<file path="config.mk">
export PLATFORM = sky130hd
export DESIGN_NAME = tfn_isqrt
export DESIGN_NICKNAME = d
export VERILOG_FILES = /design/src/rtl/core/tfn_pkg.sv /design/src/rtl/core/tfn_isqrt.sv
export SDC_FILE = /design/constraint.sdc
export NUM_CORES = 2
export LEC_CHECK = 0
export CORE_ASPECT_RATIO = 0.5
export CORE_MARGIN = 5
export CORE_UTILIZATION = 60
export CTS_BUF_LIST = sky130_fd_sc_hd__clkbuf_2 sky130_fd_sc_hd__clkbuf_4 sky130_fd_sc_hd__clkbuf_8
export CTS_CLUSTER_DIAMETER = 150
export CTS_CLUSTER_SIZE = 30
export DETAILED_ROUTE_END_ITERATION = 6
export DONT_BUFFER_PORTS = 1
export PLACE_DENSITY_LB_ADDON = 0.08
export SLEW_MARGIN = 20
export SYNTH_ARGS = -nofsm -noshare
export SYNTH_HDL_FRONTEND = slang
export SYNTH_SLANG_ARGS = --single-unit
</file>
<file path="constraint.sdc">
create_clock -name clock -period 5 [get_ports clock]
set_input_delay 1 -clock clock [delete_from_list [all_inputs] [get_ports clock]]
set_output_delay 1 -clock clock [all_outputs]
set_load 0.01 [all_outputs]
</file>
<file path="src/rtl/core/tfn_pkg.sv">
package tfn_pkg;

   // Default sizes of the ports.
   localparam int COORD_BITS_DEF       = 16;
   localparam int NORMAL_FRAC_BITS_DEF = 14;
   localparam int INDEX_BITS_DEF       = 16;

   // Normalized magnitudes keep their largest component in [2^29, 2^30).
   localparam int NORM_MSB  = 29;
   localparam int NORM_BITS = 30;
   // Sum of three squares of 30-bit values, and its integer square root.
   localparam int SUM_BITS  = 62;
   localparam int ROOT_BITS = 31;
   // Edge components are cut to at most this many magnitude bits.
   localparam int EDGE_LIMIT = 30;

   // Beat codes of the result serializer.
   localparam logic [1:0] BEAT_A = 2'd0;
   localparam logic [1:0] BEAT_B = 2'd1;
   localparam logic [1:0] BEAT_C = 2'd2;

   typedef struct packed {
      logic [2:0] neg;
      logic       degen;
   } tri_flags_type;

   // Signed width of one edge component after the range cut.
   function automatic int edge_bits(input int coord_bits);
      return (coord_bits > EDGE_LIMIT) ? EDGE_LIMIT + 1 : coord_bits + 1;
   endfunction

endpackage

</file>
<file path="src/rtl/core/tfn_isqrt.sv">
module tfn_isqrt #(
   parameter int SIDE_W = 48
) (
   input  logic                              clock,
   input  logic                              reset,
   input  logic                              en,
   input  logic                              in_valid,
   input  logic [tfn_pkg::SUM_BITS-1:0]      radicand,
   input  logic [SIDE_W-1:0]                 side_in,
   output logic                              out_valid,
   output logic [tfn_pkg::ROOT_BITS-1:0]     root,
   output logic [SIDE_W-1:0]                 side_out
);
   import tfn_pkg::*;

   localparam int RW = SUM_BITS + 1;

   logic [ROOT_BITS-1:0]          valid_ff;
   logic [ROOT_BITS-1:0][RW-1:0]  rem_ff;
   logic [ROOT_BITS-1:0][RW-1:0]  root_ff;
   logic [ROOT_BITS-1:0][SIDE_W-1:0] side_ff;

   always_ff @(posedge clock) begin
      if (reset) begin
         valid_ff <= '0;
      end else if (en) begin
         valid_ff <= {valid_ff[ROOT_BITS-2:0], in_valid};
      end
   end

   // One result bit per stage, starting from the weight 4^30.
   for (genvar g = 0; g < ROOT_BITS; g++) begin : g_step
      localparam logic [RW-1:0] WEIGHT = RW'(1) << (2 * (ROOT_BITS - 1 - g));
      logic [RW-1:0] rem_cur, root_cur, trial;
      logic [SIDE_W-1:0] side_cur;
      if (g == 0) begin : g_first
         assign rem_cur  = RW'(radicand);
         assign root_cur = '0;
         assign side_cur = side_in;
      end else begin : g_next
         assign rem_cur  = rem_ff[g-1];
         assign root_cur = root_ff[g-1];
         assign side_cur = side_ff[g-1];
      end
      assign trial = root_cur + WEIGHT;
      always_ff @(posedge clock) begin
         if (en) begin
            side_ff[g] <= side_cur;
            if (rem_cur >= trial) begin
               rem_ff[g]  <= rem_cur - trial;
               root_ff[g] <= (root_cur >> 1) + WEIGHT;
            end else begin
               rem_ff[g]  <= rem_cur;
               root_ff[g] <= root_cur >> 1;
            end
         end
      end
   end

   assign out_valid = valid_ff[ROOT_BITS-1];
   assign root      = root_ff[ROOT_BITS-1][ROOT_BITS-1:0];
   assign side_out  = side_ff[ROOT_BITS-1];

endmodule

</file>
# Word level (Yosys, flattened, before mapping)
# Cells that the tools add are included.
[totals]
register_bits = 5330
latch_bits = 0
input_bits = 114
rom_bits = 0
mem_bits_rw = 0
n_memories = 0
[op_classes]
shifts = 0
div = 0
bitwise_logic = 0
n_mux = 61
n_reduce_logical = 0
eq_ne = 0
n_lt_le_gt_ge = 31
add_sub_neg = 90
multipliers = 0
[op_table]
columns = ["operator", "n"]
rows = [
  ["$ge 63x63->1", 30],
  ["$mux 62", 30],
  ["$mux 63", 29],
  ["$sub 63x63->63", 29],
  ["$add 62x11->63 const B", 1],
  ["$add 62x13->63 const B", 1],
  ["$add 62x15->63 const B", 1],
  ["$add 62x17->63 const B", 1],
  ["$add 62x19->63 const B", 1],
  ["$add 62x21->63 const B", 1],
  ["$add 62x23->63 const B", 1],
  ["$add 62x25->63 const B", 1],
  ["$add 62x27->63 const B", 1],
  ["$add 62x29->63 const B", 1],
  ["$add 62x3->63 const B", 1],
  ["$add 62x31->63 const B", 1],
  ["$add 62x33->63 const B", 1],
  ["$add 62x35->63 const B", 1],
  ["$add 62x37->63 const B", 1],
  ["$add 62x39->63 const B", 1],
  ["$add 62x41->63 const B", 1],
  ["$add 62x43->63 const B", 1],
  ["$add 62x45->63 const B", 1],
  ["$add 62x47->63 const B", 1],
  ["other kinds (44)", 44],
]

# Longest topological paths before layout
[logic_depth]
depth_word = 3
ltp_mapped = 14
ltp_nobuf = 12

# Least setup slack after synthesis
# Ideal clock, no wire load.
[synth_timing]
path_type = "register -> register"
start = "register rem_ff, in the netlist g_step[29].rem_cur[32]"
end = "register rem_ff, in the netlist g_step[30].rem_cur[39] (data pin)"
required_time_ps = 4741
path_buffers = 2
stages_incl_launch_ff = 13
setup_ps = 259
arrival_time_ps = 3222
slack_ps = 1519
cell_sequence = "edfxtp_1 > ha_1 > buf_4 > or4b_4 > nor4_2 > nand4_1 > o211ai_2 > and4b_1 > buf_6 > a221oi_2 > nand3_1 > or4b_4 > xnor2_2"
[synth_between]
elab_chain_len = 2
word_cells_on_any_way = 3
classes_between = "add/sub: 1; order compare: 1; mux: 1"
[synth_rtl]
columns = ["item", "line_no", "text"]
rows = [
  ["start: declaration", "tfn_isqrt.sv:19", "logic [ROOT_BITS-1:0][RW-1:0] rem_ff;"],
  ["start signal: indexed assignment", "tfn_isqrt.sv:50", "rem_ff[g] <= rem_cur - trial;"],
  ["start signal: indexed assignment", "tfn_isqrt.sv:53", "rem_ff[g] <= rem_cur;"],
  ["$sub 63x63->63 or $ge 63x63->1 (tied branches)", "tfn_isqrt.sv:50, tfn_isqrt.sv:49", ""],
  ["$mux 63 (*)", "tfn_isqrt.sv:49", "if (rem_cur >= trial) begin"],
]
# Mark *: on every way between the ends. The rest lies on a longest branch, timed or not.
# A chain may end at the register's enable or synchronous reset.

# Worst setup path after layout
[layout_timing]
start = "input en"
end = "register rem_ff, in the netlist g_step[29].rem_cur[55], enable pin"
[layout_lines]
columns = ["item", "line_no", "text"]
rows = [
  ["start: declaration", "tfn_isqrt.sv:6", "input logic en,"],
]
# No word-level cell between the ends.

==> results.md <==
* Status: finished, final reports clean
* Yosys top cell by area: edfxtp_1
* Met1 Use GR at between 20% and 30%
* Worst setup SP type: primary input
* Pleak at 0.0605 uW
* Clock-pin transition on the worst setup and hold timing paths at around 150 ps
* # port buffers at 0
* Root buffer cell: clkbuf_8
* Initial antenna violation count at 6
* I/O pin count at a little under 200
* Worst-path fanout max at 183
* Deepest clock path buffer count at 4
* CTS H-tree lvls at 4
* First-pass GRT wire length at approximately 440000 um
* Core Region at ~270000 um2
* Hold_ws at ~150 ps
* Synth Cell Area at between 150000 and 200000 um2
* Syn avg cell area at around 15 um2
* Finish-stage setup viols at 0
* Iteration-0 DRC count of the detailed router at roughly 5500
* Total design power at between 60000 and 70000 uW
* Max-cap violations at 0
* Min Tclk post-route at about 4500 ps
* Slowest Stage Delay on Critical Path at 540 ps
* Highest-delay cell along the critical path: buf_16
* Top post-synthesis cells by count: edfxtp_1, nor2_1, inv_1
* Setup Buffers After CTS at 0
* Ys Warns at 0
* GPL Wtd Cong at ~0.9
* Stages on worst setup path at 7
* DIE HEIGHT at roughly 380 um
* TritonRoute pass-1 iters at 6
* Critical Path Most Common Cell: buf_16
* Initial Util at 60.4%
* Hold Vio Cnt, Final at 0
* Synthesis-to-layout area growth at 5.42%
* Final #Nets at roughly 12000
* Actual slew at the worst max-slew pin at approximately 1200 ps
* Most Crowded Layer GR: met2
* Met3 Track Usage GR at between 2 and 2.5%
* Async set or reset register ratio after synthesis at 0%
* Post-synthesis register bit count at slightly below 4000
* Mapped Cells at roughly 11000
* Crit-path cells: buf_16 > buf_16 > buf_16 > buf_16 > buf_16 > buf_16 > buf_16
* RSZ-0062 raised after global routing: no
* Slew Limit Fails at 0
* Sequential area share after synthesis at ~72%
* Antenna Nets Post-Route at 0
* Hold Path Class: primary input to register
* Via count at approximately 82000
* Clock sinks at 3905
* Residual DRC count at 0
* Most frequent cell after synthesis: edfxtp_1
* Worst VDD drop at 0.420 mV
* Area share of the largest cell type after synthesis at between 70% and 80%
* Fin crit share at about nine tenths
* Met2 usage at between 30% and 40%
* DR vias/cell at around 5.6
* Area contributors post-synth: edfxtp_1, ha_1, xnor2_1
* Die width at ~740 um
* Pwr Density at roughly 400 nW/um2
* Hold Path Depth at 0
* CP bufs+invs at 7
* R2R cell count at 12
* Largest net degree at the start of global routing at 260
* CP Data Required Time at 5610 ps
* Netlist cell types at 110
* Critical path class: primary input to register
* Vias in the first global route at between 80000 and 90000
* Worst-Skew Late Latency at 1000 ps
* CTS tree: yes
* Crit-path leading delay family: buffers and inverters
* Worst EP arrival at 5130 ps
* Gr ovfl total at 0
* Worst Setup End Kind: register
* Fillcell total at just under 20000
* Layout cell share with drive strength beyond 1 at under 10%
* CTS Buf Count at ~160
* Net Count, Synth at approximately 11000
* Rel. slew slack at ~21%
* Max Clk Rate at 222 MHz
* Wire per inst at between 15 and 20 um
* EDFF count, synth at about 3900
* Layout Skew at approximately 63 ps
* Final wirelength at 280000 um
* DP HPWL at 199000 um
* Site row count at 134
* GR Util All Layers at around a fifth
* Ys flop type: edfxtp_1
* Die area at 280000 um2
## worst paths after layout
check / endpoint / slack [ps] / start
hold reg to reg: g_step[28].side_cur[3]$_DFFE_PP_ / 410 / g_step[27].side_cur[3]$_DFFE_PP_
setup / recovery: g_step[29].rem_cur[55]$_DFFE_PP_ / 490 / en
hold / removal: g_step[1].side_cur[17]$_DFFE_PP_ / 150 / side_in[17]
setup reg to reg: g_step[25].rem_cur[58]$_DFFE_PP_ / 690 / g_step[24].rem_cur[19]$_DFFE_PP_
## metrics by stage
step	cells	cell area (um2)	setup slack (ps)	TNS, ps	utilization (%)
after floorplan	10800	161000	1520	0	-
after global placement	14300	166000	-1650	-751200	62.2
after detailed placement	14300	166000	-1940	-737650	62.3
after CTS	14600	170000	131	0	63.6
after global routing	14600	170000	290	0	63.7
final	14600	170000	487	0	63.7
## registers in the layout, indices dropped and copies added, names as in the netlist
name	count
g_step.rem_cur	1890
root	31
g_step.side_cur	1440
g_step.root_cur	465
valid_ff	31
side_out	48
## repair_timing
item                                    in CTS  in global routing
hold buffers                               109                  0
hold endpoints to repair                   141                  0
gates cloned                                 3                  1
pin swaps                                    0                  0
endpoints found under the setup margin     263                227
resized for setup                            0                  1
## layout make-up
cell class	count	area, um2	area share [%]
flip-flops and latches	3905	117000	68.7
clock inverters	7	83.8	0.0493
inverters	653	2450	1.44
multi-input cells	6060	41200	24.2
repair buffers	227	2580	1.52
well taps	3604	4510	2.65
clock buffers	179	2330	1.37
diodes	11	27.5	0.0162
## layer usage
layer  wire, um  up-vias
li1           -    41200
met1     111000    39300
met2     148000     1321
met3       7480      523
met4      13800        0
met5          0        -
## cell families (layout without fill, tap and decap cells)
| kind of cell | Yosys count | in the layout | share of synthesized area (%) |
|---|---|---|---|
| mux | 136 | 136 | 0.920 |
| other cells | 0 | 11 | 0 |
| simple gates | 2796 | 2796 | 9.05 |
| fa+ha+maj | 525 | 525 | 4.07 |
| flops | 3905 | 3905 | 72.5 |
| compound gates | 1736 | 1736 | 6.74 |
| buf+inv | 862 | 1066 | 2.05 |
| xor+xnor | 867 | 867 | 4.71 |
## where the power goes
part           internal (uW)  total [uW]  switching (uW)
clock                   3110       11700            8580
combinational           5160       12600            7400
sequential             40100       42100            2050
total                  48300       66400           18000
## cell usage in the layout, fill, tap and decap left out, drive strengths merged, types with 180 or more instances in the layout
master	n
nor3	241
xnor2	479
inv	655
edfxtp	3874
o21ai	374
clkbuf	180
a21o	221
nand2	539
ha	525
nor2	683
a21oi	605
nor4	355
xor2	388
## worst register-to-register path: stages, from the launching register on
cell	delay [ps]
edfxtp_1	450
ha_1	390
nand4_1	230
a21oi_1	270
o31ai_1	110
buf_4	150
o21ai_0	480
nor4b_1	620
and2b_1	450
a211oi_2	250
buf_4	230
nor4b_1	320
xor2_1	100
Note: power is estimated with default switching activity, not from simulation.
